[src/rtl/fjd_pkg.sv]
// ============================================================================
// fjd_pkg
// Shared types and constants for the multi-server FIFO job dispatcher.
// ============================================================================
package fjd_pkg;

    localparam int unsigned DEF_QUEUE_DEPTH = 64;
    localparam int unsigned DEF_MAX_SERVERS = 8;

    localparam int unsigned ID_W       = 16;
    localparam int unsigned PAGES_W    = 16;
    localparam int unsigned TOTAL_W    = 32;
    localparam int unsigned KIND_W     = 2;
    localparam int unsigned SRV_OUT_W  = 3;
    localparam int unsigned ACTIVE_W   = 4;
    localparam int unsigned ENTRY_W    = ID_W + PAGES_W;

    localparam logic [ACTIVE_W-1:0] ACTIVE_RESET = ACTIVE_W'(1);

    // result kinds
    localparam logic [KIND_W-1:0] KIND_ENQ    = 2'd0;
    localparam logic [KIND_W-1:0] KIND_ASSIGN = 2'd1;
    localparam logic [KIND_W-1:0] KIND_SUM    = 2'd2;

    // input actions
    localparam logic ACT_ENQ  = 1'b0;
    localparam logic ACT_TICK = 1'b1;

    // controller -> datapath
    typedef struct packed {
        logic latch_in;     // capture accepted item, restart server walk
        logic enq;          // do enqueue, load reply
        logic next_srv;     // skip current server
        logic assign_job;   // hand queue head to current server, load result
        logic countdown;    // decrement all busy servers, evaluate work left
        logic summary;      // load tick summary
    } t_cmd;

    // datapath -> controller
    typedef struct packed {
        logic in_action;    // action bit of the item on the input port
        logic walk_done;    // all active servers visited
        logic can_assign;   // current server idle and queue not empty
        logic out_free;     // output register can take a result this cycle
    } t_status;

endpackage

[src/rtl/fjd_ctrl.sv]
// ============================================================================
// fjd_ctrl
// Sequencer: accepts one item at a time and steps the datapath through the
// enqueue or the tick walk, countdown and summary.
// ============================================================================
module fjd_ctrl (
    input  logic            i_clk,
    input  logic            i_rst_n,
    input  logic            i_in_valid,
    output logic            o_in_stall,
    input  fjd_pkg::t_status i_status,
    output fjd_pkg::t_cmd   o_cmd
);

    localparam logic [2:0] S_IDLE   = 3'd0;
    localparam logic [2:0] S_ENQ    = 3'd1;
    localparam logic [2:0] S_VISIT  = 3'd2;
    localparam logic [2:0] S_ASSIGN = 3'd3;
    localparam logic [2:0] S_COUNT  = 3'd4;
    localparam logic [2:0] S_SUM    = 3'd5;

    logic [2:0] r_state;
    logic [2:0] n_state;

    assign o_in_stall = (r_state != S_IDLE);

    always_comb begin
        n_state = r_state;
        o_cmd   = '0;
        case (r_state)
            S_IDLE: begin
                if (i_in_valid) begin
                    o_cmd.latch_in = 1'b1;
                    n_state = (i_status.in_action == fjd_pkg::ACT_TICK) ? S_VISIT : S_ENQ;
                end
            end
            S_ENQ: begin
                if (i_status.out_free) begin
                    o_cmd.enq = 1'b1;
                    n_state   = S_IDLE;
                end
            end
            S_VISIT: begin
                if (i_status.walk_done) begin
                    n_state = S_COUNT;
                end else if (i_status.can_assign) begin
                    n_state = S_ASSIGN;
                end else begin
                    o_cmd.next_srv = 1'b1;
                end
            end
            S_ASSIGN: begin
                if (i_status.out_free) begin
                    o_cmd.assign_job = 1'b1;
                    n_state          = S_VISIT;
                end
            end
            S_COUNT: begin
                o_cmd.countdown = 1'b1;
                n_state         = S_SUM;
            end
            S_SUM: begin
                if (i_status.out_free) begin
                    o_cmd.summary = 1'b1;
                    n_state       = S_IDLE;
                end
            end
            default: begin
                n_state = S_IDLE;
            end
        endcase
    end

    always_ff @(posedge i_clk) begin
        if (!i_rst_n) begin
            r_state <= S_IDLE;
        end else begin
            r_state <= n_state;
        end
    end

endmodule

[src/rtl/fjd_datapath.sv]
// ============================================================================
// fjd_datapath
// Job queue memory, server timers, page total, configuration register and
// the output result register.
// ============================================================================
module fjd_datapath #(
    parameter int unsigned QUEUE_DEPTH = fjd_pkg::DEF_QUEUE_DEPTH,
    parameter int unsigned MAX_SERVERS = fjd_pkg::DEF_MAX_SERVERS
) (
    input  logic                              i_clk,
    input  logic                              i_rst_n,
    input  logic                              i_cfg_we,
    input  logic [fjd_pkg::ACTIVE_W-1:0]      i_cfg_data,
    input  logic                              i_action,
    input  logic [fjd_pkg::ID_W-1:0]          i_job_id,
    input  logic [fjd_pkg::PAGES_W-1:0]       i_job_pages,
    input  logic                              i_out_stall,
    output logic                              o_out_valid,
    output logic [fjd_pkg::KIND_W-1:0]        o_kind,
    output logic                              o_refused,
    output logic [fjd_pkg::SRV_OUT_W-1:0]     o_server_index,
    output logic [fjd_pkg::ID_W-1:0]          o_assigned_id,
    output logic [fjd_pkg::PAGES_W-1:0]       o_assigned_pages,
    output logic [fjd_pkg::TOTAL_W-1:0]       o_total_pages,
    output logic                              o_work_left,
    output logic                              o_last,
    input  fjd_pkg::t_cmd                     i_cmd,
    output fjd_pkg::t_status                  o_status
);

    localparam int unsigned PTR_W = (QUEUE_DEPTH > 1) ? $clog2(QUEUE_DEPTH) : 1;
    localparam int unsigned CNT_W = $clog2(QUEUE_DEPTH + 1);
    localparam int unsigned SRV_W = (MAX_SERVERS > 1) ? $clog2(MAX_SERVERS) : 1;
    localparam int unsigned WALK_W = $clog2(MAX_SERVERS + 1);
    localparam int unsigned CMP_W = (WALK_W > fjd_pkg::ACTIVE_W) ? WALK_W : fjd_pkg::ACTIVE_W;

    // job queue storage, entry = {id, pages}
    logic [fjd_pkg::ENTRY_W-1:0] r_mem [QUEUE_DEPTH];
    logic [fjd_pkg::ENTRY_W-1:0] r_head_data;

    logic [PTR_W-1:0]  r_head;
    logic [PTR_W-1:0]  r_tail;
    logic [CNT_W-1:0]  r_count;
    logic [fjd_pkg::PAGES_W-1:0] r_rem [MAX_SERVERS];
    logic [fjd_pkg::TOTAL_W-1:0] r_total;
    logic [fjd_pkg::ACTIVE_W-1:0] r_active;
    logic [WALK_W-1:0] r_srv;
    logic              r_left;

    logic [fjd_pkg::ID_W-1:0]    r_id;
    logic [fjd_pkg::PAGES_W-1:0] r_pages;

    logic                         full;
    logic [CMP_W-1:0]             n_walk;
    logic [CMP_W-1:0]             active_ext;
    logic [SRV_W-1:0]             srv_idx;
    logic [fjd_pkg::PAGES_W-1:0]  head_pages;
    logic [fjd_pkg::ID_W-1:0]     head_id;
    logic [fjd_pkg::TOTAL_W-1:0]  total_next;
    logic [SRV_W+fjd_pkg::SRV_OUT_W-1:0] srv_ext;
    logic                         any_busy_after;
    logic                         out_free;
    logic                         out_load;

    assign full       = (r_count == CNT_W'(QUEUE_DEPTH));
    assign active_ext = CMP_W'(r_active);
    // active count saturates at the number of servers built
    assign n_walk     = (active_ext > CMP_W'(MAX_SERVERS)) ? CMP_W'(MAX_SERVERS) : active_ext;
    assign srv_idx    = r_srv[SRV_W-1:0];
    assign head_pages = r_head_data[fjd_pkg::PAGES_W-1:0];
    assign head_id    = r_head_data[fjd_pkg::ENTRY_W-1:fjd_pkg::PAGES_W];
    assign total_next = r_total + fjd_pkg::TOTAL_W'(head_pages);
    assign srv_ext    = {{fjd_pkg::SRV_OUT_W{1'b0}}, srv_idx};

    // a server is still busy after the countdown if it holds more than one tick
    always_comb begin
        any_busy_after = 1'b0;
        for (int j = 0; j < MAX_SERVERS; j++) begin
            if (r_rem[j] > fjd_pkg::PAGES_W'(1)) begin
                any_busy_after = 1'b1;
            end
        end
    end

    assign out_free = !o_out_valid || !i_out_stall;
    assign out_load = i_cmd.enq || i_cmd.assign_job || i_cmd.summary;

    assign o_status.in_action  = i_action;
    assign o_status.walk_done  = (CMP_W'(r_srv) >= n_walk);
    assign o_status.can_assign = (r_rem[srv_idx] == '0) && (r_count != '0);
    assign o_status.out_free   = out_free;

    // queue memory: one write port, registered read of the head entry
    always_ff @(posedge i_clk) begin
        if (i_cmd.enq && !full) begin
            r_mem[r_tail] <= {r_id, r_pages};
        end
        r_head_data <= r_mem[r_head];
    end

    // item capture, no reset needed
    always_ff @(posedge i_clk) begin
        if (i_cmd.latch_in) begin
            r_id    <= i_job_id;
            r_pages <= i_job_pages;
        end
    end

    // queue pointers, total, config, walk counter
    always_ff @(posedge i_clk) begin
        if (!i_rst_n) begin
            r_head   <= '0;
            r_tail   <= '0;
            r_count  <= '0;
            r_total  <= '0;
            r_active <= fjd_pkg::ACTIVE_RESET;
            r_srv    <= '0;
            r_left   <= 1'b0;
        end else begin
            if (i_cfg_we) begin
                r_active <= i_cfg_data;
            end
            if (i_cmd.latch_in) begin
                r_srv <= '0;
            end else if (i_cmd.next_srv || i_cmd.assign_job) begin
                r_srv <= r_srv + WALK_W'(1);
            end
            if (i_cmd.enq && !full) begin
                r_tail  <= (r_tail == PTR_W'(QUEUE_DEPTH - 1)) ? '0 : r_tail + PTR_W'(1);
                r_count <= r_count + CNT_W'(1);
            end else if (i_cmd.assign_job) begin
                r_head  <= (r_head == PTR_W'(QUEUE_DEPTH - 1)) ? '0 : r_head + PTR_W'(1);
                r_count <= r_count - CNT_W'(1);
                r_total <= total_next;
            end
            if (i_cmd.countdown) begin
                r_left <= (r_count != '0) || any_busy_after;
            end
        end
    end

    // server timers
    always_ff @(posedge i_clk) begin
        if (!i_rst_n) begin
            for (int j = 0; j < MAX_SERVERS; j++) begin
                r_rem[j] <= '0;
            end
        end else if (i_cmd.assign_job) begin
            r_rem[srv_idx] <= head_pages;
        end else if (i_cmd.countdown) begin
            for (int j = 0; j < MAX_SERVERS; j++) begin
                if (r_rem[j] != '0) begin
                    r_rem[j] <= r_rem[j] - fjd_pkg::PAGES_W'(1);
                end
            end
        end
    end

    // output result register
    always_ff @(posedge i_clk) begin
        if (!i_rst_n) begin
            o_out_valid <= 1'b0;
        end else if (out_load) begin
            o_out_valid <= 1'b1;
        end else if (!i_out_stall) begin
            o_out_valid <= 1'b0;
        end
    end

    always_ff @(posedge i_clk) begin
        if (out_load) begin
            o_refused        <= 1'b0;
            o_server_index   <= '0;
            o_assigned_id    <= '0;
            o_assigned_pages <= '0;
            o_total_pages    <= '0;
            o_work_left      <= 1'b0;
            o_last           <= 1'b1;
            if (i_cmd.enq) begin
                o_kind    <= fjd_pkg::KIND_ENQ;
                o_refused <= full;
            end else if (i_cmd.assign_job) begin
                o_kind           <= fjd_pkg::KIND_ASSIGN;
                o_server_index   <= srv_ext[fjd_pkg::SRV_OUT_W-1:0];
                o_assigned_id    <= head_id;
                o_assigned_pages <= head_pages;
                o_total_pages    <= total_next;
                o_last           <= 1'b0;
            end else begin
                o_kind        <= fjd_pkg::KIND_SUM;
                o_total_pages <= r_total;
                o_work_left   <= r_left;
            end
        end
    end

endmodule

[src/rtl/fifo_job_dispatcher_multi_server_unit.sv]
// ============================================================================
// fifo_job_dispatcher_multi_server_unit
// Multi-server FIFO job dispatcher: queued jobs are handed to idle servers on
// each tick, with a per-tick summary of the running page total.
// ============================================================================
//
// One item is taken at a time; in_stall stays high until its last result has
// been loaded into the output register. An enqueue gives one reply (refused
// set when the queue is full). A tick first takes the item, then the
// sequencer visits the n = min(active_servers, MAX_SERVERS) servers, one
// server per cycle while no assignment holds it, and makes one more visit to
// see that the walk is done; each assignment adds a step of its own (the
// queue head comes out of a registered memory read); then all servers count
// down and the summary is loaded. Every result waits in a single output
// register, so output stall holds the sequencer in the step that loads it.
// Results of a tick: one assignment per server that took a job, in server
// order, then the summary flagged last. The queue lives in a QUEUE_DEPTH-entry
// memory with no reset; pointers and count clear at reset, and only entries
// written by an enqueue are ever read. active_servers resets to 1 and is
// written through i_cfg_we / i_cfg_data; the user must write it only while
// the block is idle, and the block itself does not enforce this.
//
module fifo_job_dispatcher_multi_server_unit #(
    parameter int unsigned QUEUE_DEPTH = fjd_pkg::DEF_QUEUE_DEPTH,
    parameter int unsigned MAX_SERVERS = fjd_pkg::DEF_MAX_SERVERS
) (
    input  logic                              i_clk,
    input  logic                              i_rst_n,
    // configuration: active_servers
    input  logic                              i_cfg_we,
    input  logic [fjd_pkg::ACTIVE_W-1:0]      i_cfg_data,
    // input items
    input  logic                              i_in_valid,
    output logic                              o_in_stall,
    input  logic                              i_action,
    input  logic [fjd_pkg::ID_W-1:0]          i_job_id,
    input  logic [fjd_pkg::PAGES_W-1:0]       i_job_pages,
    // result items
    output logic                              o_out_valid,
    input  logic                              i_out_stall,
    output logic [fjd_pkg::KIND_W-1:0]        o_kind,
    output logic                              o_refused,
    output logic [fjd_pkg::SRV_OUT_W-1:0]     o_server_index,
    output logic [fjd_pkg::ID_W-1:0]          o_assigned_id,
    output logic [fjd_pkg::PAGES_W-1:0]       o_assigned_pages,
    output logic [fjd_pkg::TOTAL_W-1:0]       o_total_pages,
    output logic                              o_work_left,
    output logic                              o_last
);

    fjd_pkg::t_cmd    cmd;
    fjd_pkg::t_status status;

    // sequencer: owns the input handshake
    fjd_ctrl u_ctrl (
        .i_clk      (i_clk),
        .i_rst_n    (i_rst_n),
        .i_in_valid (i_in_valid),
        .o_in_stall (o_in_stall),
        .i_status   (status),
        .o_cmd      (cmd)
    );

    // queue, server timers, total and output register
    fjd_datapath #(
        .QUEUE_DEPTH (QUEUE_DEPTH),
        .MAX_SERVERS (MAX_SERVERS)
    ) u_datapath (
        .i_clk            (i_clk),
        .i_rst_n          (i_rst_n),
        .i_cfg_we         (i_cfg_we),
        .i_cfg_data       (i_cfg_data),
        .i_action         (i_action),
        .i_job_id         (i_job_id),
        .i_job_pages      (i_job_pages),
        .i_out_stall      (i_out_stall),
        .o_out_valid      (o_out_valid),
        .o_kind           (o_kind),
        .o_refused        (o_refused),
        .o_server_index   (o_server_index),
        .o_assigned_id    (o_assigned_id),
        .o_assigned_pages (o_assigned_pages),
        .o_total_pages    (o_total_pages),
        .o_work_left      (o_work_left),
        .o_last           (o_last),
        .i_cmd            (cmd),
        .o_status         (status)
    );

endmodule
[config.mk]
export PLATFORM = sky130hd
export DESIGN_NAME = fifo_job_dispatcher_multi_server_unit
export DESIGN_NICKNAME = d
export VERILOG_FILES = /design/src/rtl/fjd_pkg.sv /design/src/rtl/fjd_ctrl.sv /design/src/rtl/fjd_datapath.sv /design/src/rtl/fifo_job_dispatcher_multi_server_unit.sv
export SDC_FILE = /design/constraint.sdc
export NUM_CORES = 2
export LEC_CHECK = 0
export ABC_CLOCK_PERIOD_IN_PS = 7400
export BUFFER_PORTS_ARGS = -buffer_cell sky130_fd_sc_hd__buf_2
export CORE_MARGIN = 5
export CORE_UTILIZATION = 40
export DETAILED_ROUTE_END_ITERATION = 10
export PLACE_DENSITY = 0.56
export SLEW_MARGIN = 15
export SYNTH_ARGS = -nofsm -noshare
export SYNTH_HDL_FRONTEND = slang
export SYNTH_SLANG_ARGS = --single-unit
[constraint.sdc]
create_clock -name i_clk -period 7.4 [get_ports i_clk]
set_input_delay 0.37 -clock i_clk [delete_from_list [all_inputs] [get_ports i_clk]]
set_output_delay 0.37 -clock i_clk [all_outputs]
set_load 0.005 [all_outputs]
==> results.toml <==
[worst_setup_path]
critPathMaxStageDelay_ps = 1090
crit-reg2reg-launch = "u_ctrl.r_state[0]"
reg2regPathDepth = 6
critPathSlowestCell = "nor2_4"
r2r-end = "u_datapath.r_mem[15][20]"
path_max_fanout = 21
path_cells = "and3b_2 -> and3_1 -> and2_1 -> nand3_1 -> nor2_4 -> buf_4"
cp_data_arrival_time_ps = 4890
reg2reg_setup_slack_ps = 3000
crit_type = "flop to flop"
endpoint_kind = "flop"
worstSetupStartpointType = "flop"
cp.required_ps = 7890

[clock_tree]
cts_max_level = 4
clk_latency_ps = 890
cts_buffers = 238
cts.path.max_buffers = 3
cts_root_buf = "clkbuf_16"
post_cts_resized = 0
postCtsHoldBufs = 49
cts_tree = "yes"
numClockSinks = 2379
clkTransAtPathRegs_ps = 60
cts_setup_buffers = 0

[timing]
layout_min_cycle_time_ps = 4400
finalHoldViolations = 0
timing.fmax_mhz = 227
worst_slew_pin_slew_ps = 1260
rsz0062_at_grt = "no"
setup_tns_ps = 0
fin_hold_ws_ps = 191
finalMaxSlewViolations = 0
setup_viol = 0
finalClockSkew_ps = 90.8
fin_crit_sh_pct = 59.4
slew_headroom_pct = 15.7

[route]
first_pass_iters = 6
ant_nets = 0
viasPerCell = 5.57
drtIter0Drc = 4687
wl_per_cell_um = 28.7
drcViolationCount = 0
vias = 45700
wirelength_um = 235000

[flow_run]
max-cap-violations = 0

[power_and_ir_drop]
power.leakage_uw = 0.0328
ir_drop_uv = 252
power.share.switching_pct = 21.6
p_comb_share_pct = 4.3
power_density_nw_per_um2 = 263
p_int_uw = 22200
clockPowerShare_pct = 42.2
p_switching_uw = 6130
total_power_uw = 28300
p_seq_share_pct = 53.6

[place]
place_area_um2 = 99100
hpwlAfterDp_um = 140000
portBuffers = 115
globalplace.congestion = 0.818

[grt]
grt_max_degree = 131
overflow = 0
grt_usage_pct = 19.1
grt_pass1_vias = 45800
antenna_found_initial = 17
grt_pass1_wl_um = 336000

[floorplan]
die_y_um = 494
row_count = 177
start_util_pct = 40.2
die_x_um = 494
die_area_um2 = 244000
core_area_um2 = 233000
ioPinCount = 116

[yosys]
synth_edf_count = 2280
netlist.area_leader.share_pct = 73.0
synth_commonest_cells = "edfxtp_1 (2280), mux4_2 (646), nand2_1 (240)"
synth-async-reset-ratio_pct = 0
synth_flop_cell = "edfxtp_1"
synth_area_leader_cell = "edfxtp_1"
syn-num-nets = 4663
synth_area_per_cell_um2 = 20.5
synth_warnings = 0
ys_ff_latch = 2379
yosysSeqAreaShare_pct = 75.2
synth.distinct_cells = 64
synthTopCellsByArea = "edfxtp_1 (73%), mux4_2 (16%), dfxtp_1 (2.1%)"
syn-instance-count = 4569
yosysMostFrequentCell = "edfxtp_1"
synth_area_um2 = 93700

[layout]
syn2layout_area_growth_pct = 14.7
final_cell_area_um2 = 107000
fin_nets = 4969
drive_gt1_share_pct = 26.4

[min_path]
holdPathStages = 4
hp-class = "primary input to flop"
holdPathEnd = "u_datapath.r_srv[0]"
min_from = "i_in_valid"

[run_status]
status = "complete, no violations"
## flip-flops by register name, summed over array words and instances (netlist names), 2 cells and up, named ones only
register                     count
u_ctrl.r_state                   3
u_datapath.active_ext            4
u_datapath.o_assigned_id        16
u_datapath.o_assigned_pages     16
u_datapath.o_kind                2
u_datapath.o_server_index        3
u_datapath.o_total_pages        32
u_datapath.r_count               7
u_datapath.r_head                6
u_datapath.r_head_data          32
u_datapath.r_id                 16
u_datapath.r_mem              2048
u_datapath.r_pages              16
u_datapath.r_rem               128
u_datapath.r_srv                 4
u_datapath.r_tail                6
u_datapath.r_total              32
## worst max-delay path by stage
stage / start / end / cells after the start
CTS: u_datapath.o_out_valid / u_datapath.r_mem[15][20] / 7
floorplan: u_ctrl.r_state[0] / u_datapath.o_assigned_id[0] / 3
global route: u_ctrl.r_state[0] / u_datapath.r_mem[15][20] / 6
detailed placement: i_out_stall / u_datapath.r_mem[15][27] / 8
finish: u_ctrl.r_state[0] / u_datapath.r_mem[15][20] / 6
global placement: i_out_stall / u_datapath.r_mem[15][17] / 8
## cell type report
cell class                 instances  area [µm²]
multi-input combinational       1913       22800
sequential                      2379       70500
clock inverter                   132        1400
clock buffer                     308        6400
tap                             3132        3920
antenna                            5        12.5
inverter                          36         135
fill                           19500      125000
timing repair buffer             307        2400
## critical path: cells and delay by family, from the launching register on
kind | cells | cell delay, ps
simple gates | 5 | 3180
flops | 1 | 460
buf+inv | 1 | 380
## logic make-up (layout without fill, tap and decap cells)
logic type               after synthesis  count (layout)  synth area share, %
buffers and inverters                277             783                 1.14
multiplexers                         686             686                 15.9
other                                  0               5                    0
flip-flops                          2379            2379                 75.2
XOR/XNOR                             141             141                 1.32
AO/OA/AOI/OAI                        330             330                 2.14
AND/OR/NAND/NOR                      704             704                 3.60
adder cells (fa/ha/maj)               52              52                0.710
## placed cells by master, fill, tap and decap left out, types with 13 or more instances in the layout
cell type	n
a211oi_1	29
a21o_1	34
a21oi_1	62
and2_1	19
and3_1	45
buf_12	13
buf_2	115
buf_4	125
bufinv_16	19
clkbuf_1	53
clkbuf_16	239
clkbuf_8	16
clkinv_1	44
clkinv_2	42
dfxtp_1	92
dlygate4sd3_1	49
edfxtp_1	2280
ha_1	50
inv_1	31
mux2i_1	40
mux4_2	646
nand2_1	240
nand2b_1	19
nand3_1	37
nand4_1	17
nor2_1	96
nor2_4	65
nor2b_1	48
nor3_1	33
nor4_1	31
o21ai_0	126
o21ai_1	15
or4_1	13
xnor2_1	91
xor2_1	50
## metal layers
metal	global-route usage [%]	wire (µm)
met1	26.3	98400
met2	31.2	116000
met3	4.04	15800
met4	4.66	5400
met5	0	41
## metrics by stage
step	util, %	cells	setup WS (ps)
floorplan	-	4569	2750
global placement	42.5	7712	2960
detailed placement	42.5	7715	2860
CTS	46.1	8204	2960
global route	46.1	8208	2770
finish	46.1	8212	3000
## power by group through the flow
stage          Clock (µW)  Sequential, µW  Combinational [µW]
2_1_floorplan           0           15600                 508
3_3_place_gp            0           15500                1180
3_5_place_dp            0           15500                1210
4_1_cts             12200           15200                1230
5_1_grt             12800           15200                1300
6_report            11900           15200                1210
No activity file was read; power rests on OpenSTA's default activity.
